<file path="src/sv/vra_pkg.sv">
// Shared types, constants and controller states for the value rank block.
package vra_pkg;

  localparam int MAX_VALUES = 64;
  localparam int VALUE_W    = 32;
  localparam int RANK_W     = 6;
  localparam int ADDR_W     = $clog2(MAX_VALUES);
  localparam int CNT_W      = $clog2(MAX_VALUES + 1);

  typedef struct packed {
    logic signed [VALUE_W-1:0] value;
    logic                      last;
  } in_item_t;

  typedef struct packed {
    logic [RANK_W-1:0] rank;
    logic              rank_last;
  } out_item_t;

  typedef enum logic [2:0] {
    ST_LOAD,
    ST_PIVOT,
    ST_LATCH,
    ST_SCAN,
    ST_OUT
  } state_t;

  typedef struct packed {
    logic store;     // write the accepted value if there is room
    logic pivot_rd;  // read the entry being ranked
    logic pivot_ld;  // capture it and restart the scan
    logic scan;      // step the scan over all stored entries
    logic out_ld;    // move the rank into the output register
  } dp_cmd_t;

  typedef struct packed {
    logic out_free;   // output register can take a rank this cycle
    logic scan_done;  // all compares for the current entry finished
    logic last_item;  // current entry is the final stored one
  } dp_status_t;

endpackage

</file>
<file path="src/sv/value_rank_assign_top.sv">
// Top level of the value rank block: controller plus datapath.
//
//   channel   dir  handshake            payload
//   in_       in   in_valid/in_stall    in_data  (value, last)
//   out_      out  out_valid/out_stall  out_data (rank, rank_last)
//
// Values are taken one per cycle during the load phase and written to a 64-entry store.
// After the closing value, each stored entry is ranked in turn: pivot read,
// capture, a scan (one compare per entry through the single store read port,
// plus the first read and the finish), then the output load.
// Reset (rst_n low, synchronous) clears the count, the index and scan pointers and the output valid flag.
// A stalled output holds its rank; ranking of the next entry goes on up to
// its output load, which waits for the register to free.
module value_rank_assign_top (
  input  logic               clk,
  input  logic               rst_n,
  input  logic               in_valid,
  output logic               in_stall,
  input  vra_pkg::in_item_t  in_data,
  output logic               out_valid,
  input  logic               out_stall,
  output vra_pkg::out_item_t out_data
);

  vra_pkg::dp_cmd_t    cmd;
  vra_pkg::dp_status_t sts;

  vra_ctrl u_ctrl (
    .clk      (clk),
    .rst_n    (rst_n),
    .in_valid (in_valid),
    .in_last  (in_data.last),
    .in_stall (in_stall),
    .sts      (sts),
    .cmd      (cmd)
  );

  vra_dp u_dp (
    .clk       (clk),
    .rst_n     (rst_n),
    .in_data   (in_data),
    .cmd       (cmd),
    .sts       (sts),
    .out_valid (out_valid),
    .out_stall (out_stall),
    .out_data  (out_data)
  );

endmodule

</file>
<file path="src/sv/vra_ram.sv">
// Generic single-write, single-read RAM with registered read data.
module vra_ram #(
  parameter int WIDTH = 32,
  parameter int DEPTH = 64
) (
  input  logic                     clk,
  input  logic                     we,
  input  logic [$clog2(DEPTH)-1:0] waddr,
  input  logic [WIDTH-1:0]         wdata,
  input  logic [$clog2(DEPTH)-1:0] raddr,
  output logic [WIDTH-1:0]         rdata
);

  logic [WIDTH-1:0] mem [DEPTH];

  // Write port
  always_ff @(posedge clk) begin
    if (we) begin
      mem[waddr] <= wdata;
    end
  end

  // Registered read port
  always_ff @(posedge clk) begin
    rdata <= mem[raddr];
  end

endmodule

</file>
<file path="src/sv/vra_ctrl.sv">
// Controller state machine: load phase, then pivot read, scan and output per entry.
module vra_ctrl (
  input  logic                clk,
  input  logic                rst_n,
  input  logic                in_valid,
  input  logic                in_last,
  output logic                in_stall,
  input  vra_pkg::dp_status_t sts,
  output vra_pkg::dp_cmd_t    cmd
);

  vra_pkg::state_t state_r, state_nxt;
  logic            accept;

  assign accept = in_valid && (state_r == vra_pkg::ST_LOAD);

  // Advance state
  always_ff @(posedge clk) begin
    if (!rst_n) begin
      state_r <= vra_pkg::ST_LOAD;
    end else begin
      state_r <= state_nxt;
    end
  end

  // Next state
  always_comb begin
    state_nxt = state_r;
    case (state_r)
      vra_pkg::ST_LOAD: begin
        if (accept && in_last) state_nxt = vra_pkg::ST_PIVOT;
      end
      vra_pkg::ST_PIVOT: state_nxt = vra_pkg::ST_LATCH;
      vra_pkg::ST_LATCH: state_nxt = vra_pkg::ST_SCAN;
      vra_pkg::ST_SCAN: begin
        if (sts.scan_done) state_nxt = vra_pkg::ST_OUT;
      end
      vra_pkg::ST_OUT: begin
        if (sts.out_free) begin
          state_nxt = sts.last_item ? vra_pkg::ST_LOAD : vra_pkg::ST_PIVOT;
        end
      end
      default: state_nxt = vra_pkg::ST_LOAD;
    endcase
  end

  // Outputs
  always_comb begin
    cmd      = '0;
    in_stall = 1'b1;
    case (state_r)
      vra_pkg::ST_LOAD: begin
        in_stall  = 1'b0;
        cmd.store = accept;
      end
      vra_pkg::ST_PIVOT: cmd.pivot_rd = 1'b1;
      vra_pkg::ST_LATCH: cmd.pivot_ld = 1'b1;
      vra_pkg::ST_SCAN:  cmd.scan     = 1'b1;
      vra_pkg::ST_OUT:   cmd.out_ld   = sts.out_free;
      default: begin
        cmd      = '0;
        in_stall = 1'b1;
      end
    endcase
  end

  // No input transaction is taken while ranking is under way
  assert property (@(posedge clk) disable iff (!rst_n)
    (state_r != vra_pkg::ST_LOAD) |-> in_stall)
    else $error("input accepted outside load phase");

  // A closing transaction always leads to the pivot read
  assert property (@(posedge clk) disable iff (!rst_n)
    (accept && in_last) |=> (state_r == vra_pkg::ST_PIVOT))
    else $error("set close did not start ranking");

  // The pivot capture always comes in the cycle right after its read
  assert property (@(posedge clk) disable iff (!rst_n)
    (state_r == vra_pkg::ST_LATCH) |-> ($past(state_r) == vra_pkg::ST_PIVOT))
    else $error("pivot captured without a read");

endmodule

</file>
<file path="src/sv/vra_dp.sv">
// Datapath: value store, pivot register, scan counter, comparator and output register.
module vra_dp (
  input  logic                clk,
  input  logic                rst_n,
  input  vra_pkg::in_item_t   in_data,
  input  vra_pkg::dp_cmd_t    cmd,
  output vra_pkg::dp_status_t sts,
  output logic                out_valid,
  input  logic                out_stall,
  output vra_pkg::out_item_t  out_data
);

  logic [vra_pkg::CNT_W-1:0]          count_r, count_nxt;
  logic [vra_pkg::ADDR_W-1:0]         idx_r, idx_nxt;
  logic [vra_pkg::CNT_W-1:0]          scan_r, scan_nxt;
  logic                               cmp_v_r, cmp_v_nxt;
  logic [vra_pkg::RANK_W-1:0]         acc_r, acc_nxt;
  logic signed [vra_pkg::VALUE_W-1:0] pivot_r, pivot_nxt;
  logic                               out_valid_r, out_valid_nxt;
  vra_pkg::out_item_t                 out_r, out_nxt;

  logic                               room;
  logic                               ram_we;
  logic [vra_pkg::ADDR_W-1:0]         ram_raddr;
  logic [vra_pkg::VALUE_W-1:0]        ram_rdata;
  logic                               smaller;

  assign room   = (count_r < vra_pkg::CNT_W'(vra_pkg::MAX_VALUES));
  assign ram_we = cmd.store && room;
  assign ram_raddr = cmd.pivot_rd ? idx_r : scan_r[vra_pkg::ADDR_W-1:0];
  assign smaller = ($signed(ram_rdata) < pivot_r);

  vra_ram #(
    .WIDTH(vra_pkg::VALUE_W),
    .DEPTH(vra_pkg::MAX_VALUES)
  ) u_store (
    .clk   (clk),
    .we    (ram_we),
    .waddr (count_r[vra_pkg::ADDR_W-1:0]),
    .wdata (in_data.value),
    .raddr (ram_raddr),
    .rdata (ram_rdata)
  );

  // Status back to the controller
  assign sts.out_free  = !out_valid_r || !out_stall;
  assign sts.scan_done = (scan_r == count_r) && !cmp_v_r;
  assign sts.last_item = ((vra_pkg::CNT_W'(idx_r) + 1'b1) == count_r);

  assign out_valid = out_valid_r;
  assign out_data  = out_r;

  // Next values for count, index, scan, compare accumulator, pivot and output register
  always_comb begin
    count_nxt     = count_r;
    idx_nxt       = idx_r;
    scan_nxt      = scan_r;
    cmp_v_nxt     = cmp_v_r;
    acc_nxt       = acc_r;
    pivot_nxt     = pivot_r;
    out_valid_nxt = out_valid_r;
    out_nxt       = out_r;

    // Drop the output transaction once taken
    if (out_valid_r && !out_stall) out_valid_nxt = 1'b0;

    if (ram_we) count_nxt = count_r + 1'b1;

    if (cmd.pivot_ld) begin
      pivot_nxt = $signed(ram_rdata);
      scan_nxt  = '0;
      cmp_v_nxt = 1'b0;
      acc_nxt   = '0;
    end

    if (cmd.scan) begin
      if (cmp_v_r && smaller) acc_nxt = acc_r + 1'b1;
      if (scan_r != count_r) begin
        scan_nxt  = scan_r + 1'b1;
        cmp_v_nxt = 1'b1;
      end else begin
        cmp_v_nxt = 1'b0;
      end
    end

    // Hand the rank to the output register and move to the next entry, or clear index and count after the last
    if (cmd.out_ld) begin
      out_valid_nxt     = 1'b1;
      out_nxt.rank      = acc_r;
      out_nxt.rank_last = sts.last_item;
      if (sts.last_item) begin
        idx_nxt   = '0;
        count_nxt = '0;
      end else begin
        idx_nxt = idx_r + 1'b1;
      end
    end
  end

  // Control registers
  always_ff @(posedge clk) begin
    if (!rst_n) begin
      count_r     <= '0;
      idx_r       <= '0;
      scan_r      <= '0;
      cmp_v_r     <= 1'b0;
      out_valid_r <= 1'b0;
    end else begin
      count_r     <= count_nxt;
      idx_r       <= idx_nxt;
      scan_r      <= scan_nxt;
      cmp_v_r     <= cmp_v_nxt;
      out_valid_r <= out_valid_nxt;
    end
  end

  // Payload registers
  always_ff @(posedge clk) begin
    acc_r   <= acc_nxt;
    pivot_r <= pivot_nxt;
    out_r   <= out_nxt;
  end

  // Stored count never passes the store depth
  assert property (@(posedge clk) disable iff (!rst_n)
    count_r <= vra_pkg::CNT_W'(vra_pkg::MAX_VALUES))
    else $error("value count overflow");

  // Scan pointer never passes the stored count while scanning
  assert property (@(posedge clk) disable iff (!rst_n)
    cmd.scan |-> (scan_r <= count_r))
    else $error("scan past stored values");

  // A rank is loaded only when the output register is free
  assert property (@(posedge clk) disable iff (!rst_n)
    cmd.out_ld |-> sts.out_free)
    else $error("output register overwritten");

  // A compare is pending only right after a scan step
  assert property (@(posedge clk) disable iff (!rst_n)
    cmp_v_r |-> $past(cmd.scan))
    else $error("compare without a scan read");

endmodule
</file>
<file path="config.mk">
export PLATFORM = sky130hd
export DESIGN_NAME = value_rank_assign_top
export DESIGN_NICKNAME = d
export VERILOG_FILES = /design/src/sv/vra_pkg.sv /design/src/sv/value_rank_assign_top.sv /design/src/sv/vra_ram.sv /design/src/sv/vra_ctrl.sv /design/src/sv/vra_dp.sv
export SDC_FILE = /design/constraint.sdc
export NUM_CORES = 2
export LEC_CHECK = 0
export BUFFER_PORTS_ARGS = -buffer_cell sky130_fd_sc_hd__buf_4
export CAP_MARGIN = 10
export CORE_UTILIZATION = 55
export CTS_BUF_LIST = sky130_fd_sc_hd__clkbuf_16
export DETAILED_ROUTE_END_ITERATION = 12
export PLACE_DENSITY = 0.78
export SYNTH_ARGS = -nofsm -noshare
export SYNTH_HDL_FRONTEND = slang
export SYNTH_SLANG_ARGS = --single-unit
</file>
<file path="constraint.sdc">
create_clock -name clk -period 3.8 [get_ports clk]
set_input_delay 0 -clock clk [delete_from_list [all_inputs] [get_ports clk]]
set_output_delay 0 -clock clk [all_outputs]
set_load 0.03 [all_outputs]
</file>
# After elaboration in Yosys (flattened, before gate mapping)
# Memories as Yosys holds them, arrays and structs flattened. A register that Yosys moved wholly into a read port is not among the register bits.
# Cells that the tools add are included.
# word_totals
out_inout_bits,9
wordCells,71
ramBits,2048
register_bits,70
mem_count,1
# classes
n_eq_ne,10
order_cmp,2
n_mux,29
add_sub_neg,5
reduce_logical,14
# mem_list
memory,depth,width,read_ports,rd_ports_with_merged_regs,write_ports,line_no,text
u_dp.u_store.mem,64,32,1,1,1,vra_ram.sv:14,logic [WIDTH-1:0] mem [DEPTH];
# ops
operator,count
$mux 7,6
$lt 32x32->1,1
$mux 6,5
$pmux 3 s5,1
$add 7x1->7 const B,2
$eq 7x7->1,2
$mux 1,14
$add 6x1->6 const B,2
$mux 3,3
$add 6x1->7 const B,1
$lt 7x7->1 const B,1
$ne 7x7->1,1
$eq 3x2->1 const B,2
$logic_and 1x1->1,6
$ne 2x2->1 const B,2
$reduce_bool 2->1,2
$eq 3x1->1 const B,1
$eq 3x3->1 const B,1
$logic_not 1->1,3
$logic_not 3->1,1
$reduce_and 3->1,1
$ne 2x1->1 const B,1
$logic_or 1x1->1,1

# Longest topological paths before layout
# logic_depth
ltp_word,7
ltp_mapped,15
depth_no_buf,9

# Modules after synthesis
# Synthesis repeated with hierarchy kept, for this count alone.
# unflattened
hier_cells,3683
hier_area_um2,82273.9
# modules_own_cells
mod,cells_per_inst,instances,area_each_um2
vra_ram,3324,1,78515.3
vra_dp,335,1,3569.7
vra_ctrl,24,1,188.9

# Least setup slack after synthesis
# No wires, ideal clock.
# synth_timing
path_type,flip-flop to flip-flop
from,reg u_ctrl.state_r[2]
to,mem u_dp.u_store.mem[62][0] (enable)
synth_period_minus_slack_ps,3297
setup_ps,421
path_slack_ps,503
path_stages_with_launch,7
arrival_time_ps,2876
n_path_buf,1
path_cell_list,dfxtp_1 clkbuf_1 nor3_1 and3b_1 nor2b_1 nand3_1 nor2_1
# synth_via
elab_chain_len,6
# synth_rtl
element,line_no,text
"start, declared",vra_ctrl.sv:12,"vra_pkg::state_t state_r, state_nxt;"
"start signal, assigned",vra_ctrl.sv:20,state_r <= vra_pkg::ST_LOAD;
"start signal, assigned",vra_ctrl.sv:22,state_r <= state_nxt;
$logic_not 3->1 *,"vra_ctrl.sv:15, vra_ctrl.sv:51",
$logic_and 1x1->1,vra_ctrl.sv:15,assign accept = in_valid && (state_r == vra_pkg::ST_LOAD);
$mux 1 *,vra_ctrl.sv:51,case (state_r)
$logic_and 1x1->1 *,vra_dp.sv:29,assign ram_we = cmd.store && room;
$mux 1 *,vra_ram.sv:18,if (we) begin
$mux 1 (implied by the code) *,vra_ram.sv:19,mem[waddr] <= wdata;
"end, declared",vra_ram.sv:14,
# Mark *: on every way between the ends. The rest lies on a longest branch, timed or not.

# Worst setup path after layout
# layout_timing
from,reg u_ctrl.state_r[2]
to,reg u_dp.u_store.rdata[17] (read register of u_dp.u_store.mem)
# layout_via
elab_chain_len,3
# layout_rtl
element,line_no,text
$eq 3x1->1,vra_ctrl.sv:51,
$mux 1,vra_ctrl.sv:51,
$mux 6,vra_dp.sv:30,assign ram_raddr = cmd.pivot_rd ? idx_r : scan_r[vra_pkg::ADDR_W-1:0];
"end, declared",vra_ram.sv:11,output logic [WIDTH-1:0] rdata
# No other way between the ends.
# A chain may end at the register's enable or synchronous reset.

==> impl_summary.log <==
[metrics] result of the run: completed
[metrics] Max rail drop VDD: between 400 and 500 uV
[metrics] power density relative to cell area: about 500 nW/um^2
[metrics] CP max-delay cell: sky130_fd_sc_hd__a221oi_1
[metrics] Clock Skews: 0.0303 ns
[metrics] Syn. warnings: 0
[metrics] drt wl/cell: 33.2 microns
[metrics] largest net degree at the start of global routing: 77
[metrics] mean area per synthesized cell: between 15 and 20 sq um
[metrics] EDFF count, synth: 2087
[metrics] worst min path class: primary input to flip-flop
[metrics] Max FO, Critical Path: 25
[metrics] overall global routing resource usage: 29.7%
[metrics] most repeated cell in the gate-level netlist after synthesis: sky130_fd_sc_hd__edfxtp_1
[metrics] total leakage power: 31.8 nW
[metrics] post-layout instance count excluding filler cells: 6812
[metrics] crit path time final: approximately 3.8 ns
[metrics] wire length of the first global-routing pass: 321000 microns
[metrics] grt total ovfl: 0
[metrics] final max-slew violation count: 0
[metrics] vias: 46000
[metrics] CP Launch Point: u_ctrl.state_r[2]$_SDFFE_PN0P_
[metrics] count of placed standard cells including taps: between 6000 and 7000
[metrics] signed area change from the synthesized netlist to the final layout: 14.5%
[metrics] area share of the leading cell type in the synthesized netlist: 75.3%
[metrics] drt via density: roughly 6.8
[metrics] initial antenna violation count: 15
[metrics] number of buffers on the longest clock path: 3
[metrics] maximum capacitance violations: 0
[metrics] total core area: 150000 sq um
[metrics] unrepaired setup endpoints after global routing: false
[metrics] total area of multi-input combinational cells: 18500 sq um
[metrics] net count of the mapped netlist: 4357
[metrics] post-synthesis cell count: approximately 4300
[metrics] highest clock frequency the design can meet: 0.264 GHz
[metrics] worst slack on hold paths: between 0.06 and 0.07 ns
[metrics] max-slew headroom at the worst pin: 13.9%
[metrics] total chip power: 47.5 mW
[metrics] number of global-route vias before repair: 45900
[metrics] category of the worst setup path launch point: flip-flop
[metrics] critical register-to-register path startpoint: u_ctrl.state_r[2]$_SDFFE_PN0P_
[metrics] TritonRoute pass-1 iters: 8
[metrics] Area contributors post-synth: sky130_fd_sc_hd__edfxtp_1 (75%), sky130_fd_sc_hd__mux4_2 (9.6%), sky130_fd_sc_hd__mux2i_1 (3.2%)
[metrics] Crit path largest cell delay: 0.75 ns
[metrics] CP Data Arrival Time: 4.46 ns
[metrics] HPWL after DPL: around 130000 microns
[metrics] clock transition at the registers of the reported paths: 0.06 ns
[metrics] capture point of the worst reg-to-reg path: u_dp.u_store.rdata[17]$_DFF_P_
[metrics] Root Driver: sky130_fd_sc_hd__clkbuf_16
[metrics] final hold violations: 0
[metrics] Die X-Extent: 391 microns
[metrics] end of the critical path: u_dp.u_store.rdata[17]$_DFF_P_
[metrics] critical path class: flip-flop to flip-flop
[metrics] final layout net count: 4694
[metrics] final wirelength: between 200000 and 250000 microns
[metrics] routability cong.: between 0.8 and 0.9
[metrics] remaining antenna violation count after routing: 0
[metrics] source-to-sink clock delay at the later pin of the worst-skew pair: 0.86 ns
[metrics] die outline height: 391 microns
[metrics] Commonest cells post-synth: sky130_fd_sc_hd__edfxtp_1 (2087), sky130_fd_sc_hd__mux4_2 (354), sky130_fd_sc_hd__nand2_1 (344)
[metrics] cells along the critical path: or3b_1, a21oi_4, buf_12, buf_12, buf_12, mux4_2, nor2_1, nor3_1, a221oi_1, o211ai_1
[metrics] DRC violations left: 0
[metrics] final-layout fill cell count: 9481
[metrics] post-route fraction of the period consumed by the critical path: 99.5%
[metrics] setup slack on the worst flop-to-flop path: 0.02 ns
[metrics] Die Area: 153000 sq um
[metrics] FF-to-FF path depth: 10
[metrics] Cell variety after synth: 67
[metrics] number of I/O port buffers: 45
[metrics] number of CTS-inserted buffers: 200
[metrics] combined flip-flop and latch cell area: 63900 sq um
[metrics] most frequently used flop master after synthesis: sky130_fd_sc_hd__edfxtp_1
[metrics] starting density of the core: 55.5%
[metrics] post-synth top area cell: sky130_fd_sc_hd__edfxtp_1
[metrics] share of synthesized area occupied by flip-flops and latches: 76.8%
[metrics] IO Count: 46
[metrics] Setup violations, final: 0
[metrics] cell row count: 142
[metrics] FFs w/ async S/R, synth: 0%
[metrics] required time worst endpoint: 4.47 ns
[metrics] crit path capture type: flip-flop
[metrics] most frequent cell on the critical path: sky130_fd_sc_hd__buf_12
[metrics] flip-flop and latch count after synthesis: 2150
[metrics] starting DRC count in detailed routing: 7031
[metrics] share of post-route cells with drive strength above 1: about 22%
[metrics] Worst-Margin Slew: 1.29 ns
[metrics] CTS tree: built
[metrics] number of H-tree branching levels: 4
[metrics] Netlist Area Pre-Place: 83300 sq um
[metrics] number of clock sinks: roughly 2200
## layout make-up
| cell class | instances | area share, % |
|---|---|---|
| sequential | 2150 | 67.1 |
| multi-input combinational | 1847 | 19.4 |
| clock buffer | 200 | 5.25 |
| timing repair buffer | 371 | 3.81 |
| tap | 2016 | 2.65 |
| clock inverter | 174 | 1.61 |
| inverter | 52 | 0.205 |
| antenna | 2 | 0.00525 |
## critical path, delay by kind of cell, from the launching register on
family | cells | cell delay [ns]
AND/OR/NAND/NOR | 3 | 0.68
multiplexers | 1 | 0.54
flip-flops | 1 | 0.31
AO/OA/AOI/OAI | 3 | 1.27
buffers and inverters | 3 | 0.72
## worst min-delay path by stage
stage	cells after the start	endpoint	slack, ns	startpoint
floorplan	0	u_dp.u_store.mem[0][0]$_DFFE_PP_	0.1	in_data[1]
global placement	2	u_dp.scan_r[5]$_SDFF_PN0_	0.35	rst_n
detailed placement	2	u_dp.cmp_v_r$_SDFFE_PN0P_	0.35	rst_n
CTS	3	u_dp.cmp_v_r$_SDFFE_PN0P_	0.04	rst_n
global route	3	u_dp.cmp_v_r$_SDFFE_PN0P_	0.05	rst_n
finish	3	u_dp.cmp_v_r$_SDFFE_PN0P_	0.07	rst_n
## cell usage in the layout (no fill, tap or decap), types with 39 or more instances in the layout
cell,count
sky130_fd_sc_hd__nor2_4,65
sky130_fd_sc_hd__a21oi_1,66
sky130_fd_sc_hd__nor2_1,77
sky130_fd_sc_hd__a221oi_1,69
sky130_fd_sc_hd__nand3_1,121
sky130_fd_sc_hd__o21ai_0,39
sky130_fd_sc_hd__clkbuf_16,200
sky130_fd_sc_hd__nand2_1,344
sky130_fd_sc_hd__inv_1,98
sky130_fd_sc_hd__clkinv_2,41
sky130_fd_sc_hd__dfxtp_1,63
sky130_fd_sc_hd__buf_12,60
sky130_fd_sc_hd__mux2i_1,263
sky130_fd_sc_hd__buf_4,272
sky130_fd_sc_hd__mux4_2,354
sky130_fd_sc_hd__a211oi_1,44
sky130_fd_sc_hd__edfxtp_1,2087
sky130_fd_sc_hd__clkinv_1,40
## per-stage QoR
stage | util, % | setup WS [ns] | setup TNS (ns) | cell area (sq um)
3_3_place_gp | 58.8 | -0.501 | -0.593 | 88300
4_1_cts | 63.5 | 0.00408 | 0 | 95300
5_1_grt | 63.5 | 0.0127 | 0 | 95300
2_1_floorplan | - | 0.503 | 0 | 83300
3_5_place_dp | 58.8 | -0.0540 | -0.0540 | 88400
6_report | 63.5 | 0.0178 | 0 | 95300
## sequential cells by signal (all words and copies together) (netlist names)
signal              count
u_dp.idx_r              6
u_dp.acc_r              6
u_dp.out_data           7
u_dp.cmp_v_r            1
u_dp.count_r            7
u_ctrl.state_r          3
u_dp.u_store.rdata     32
u_dp.scan_r             7
u_dp.pivot_r           32
u_dp.u_store.mem     2048
u_dp.out_valid          1
## layer usage
layer	track usage (%)	routed length, microns	up-vias	part of all wire [%]
li1	-	-	18200	-
met1	39.6	78500	23500	35
met2	46.6	106000	3672	47
met3	8.21	30900	669	14
met4	12.2	10400	10	4.6
met5	0	62	-	0.027
## where the power goes
group	internal, mW	switching [mW]	leakage, nW	total (mW)
sequential	26.2	0.121	19.3	26.3
clock	11.0	8.85	3.38	19.9
combinational	0.436	0.939	9.13	1.37
## logic make-up after synthesis
group | count (synthesis) | share of synthesized area, %
AOI/OAI and AO/OA | 427 | 3.72
xor gates and xnor gates | 25 | 0.263
adders and majority gates | 35 | 0.526
buffers and inverters | 288 | 1.71
DFF | 2150 | 76.8
muxes | 634 | 13.1
and+or+nand+nor | 726 | 3.90
## timing repair
item | CTS | global route
buffers inserted | 0 | 2
resized for setup | 1 | 1
setup endpoints to repair | 1 | 7
pin swaps | 0 | 1
hold buffers | 37 | 0
hold endpoints to repair | 2073 | 0
Power figures use the tool's default switching activity.
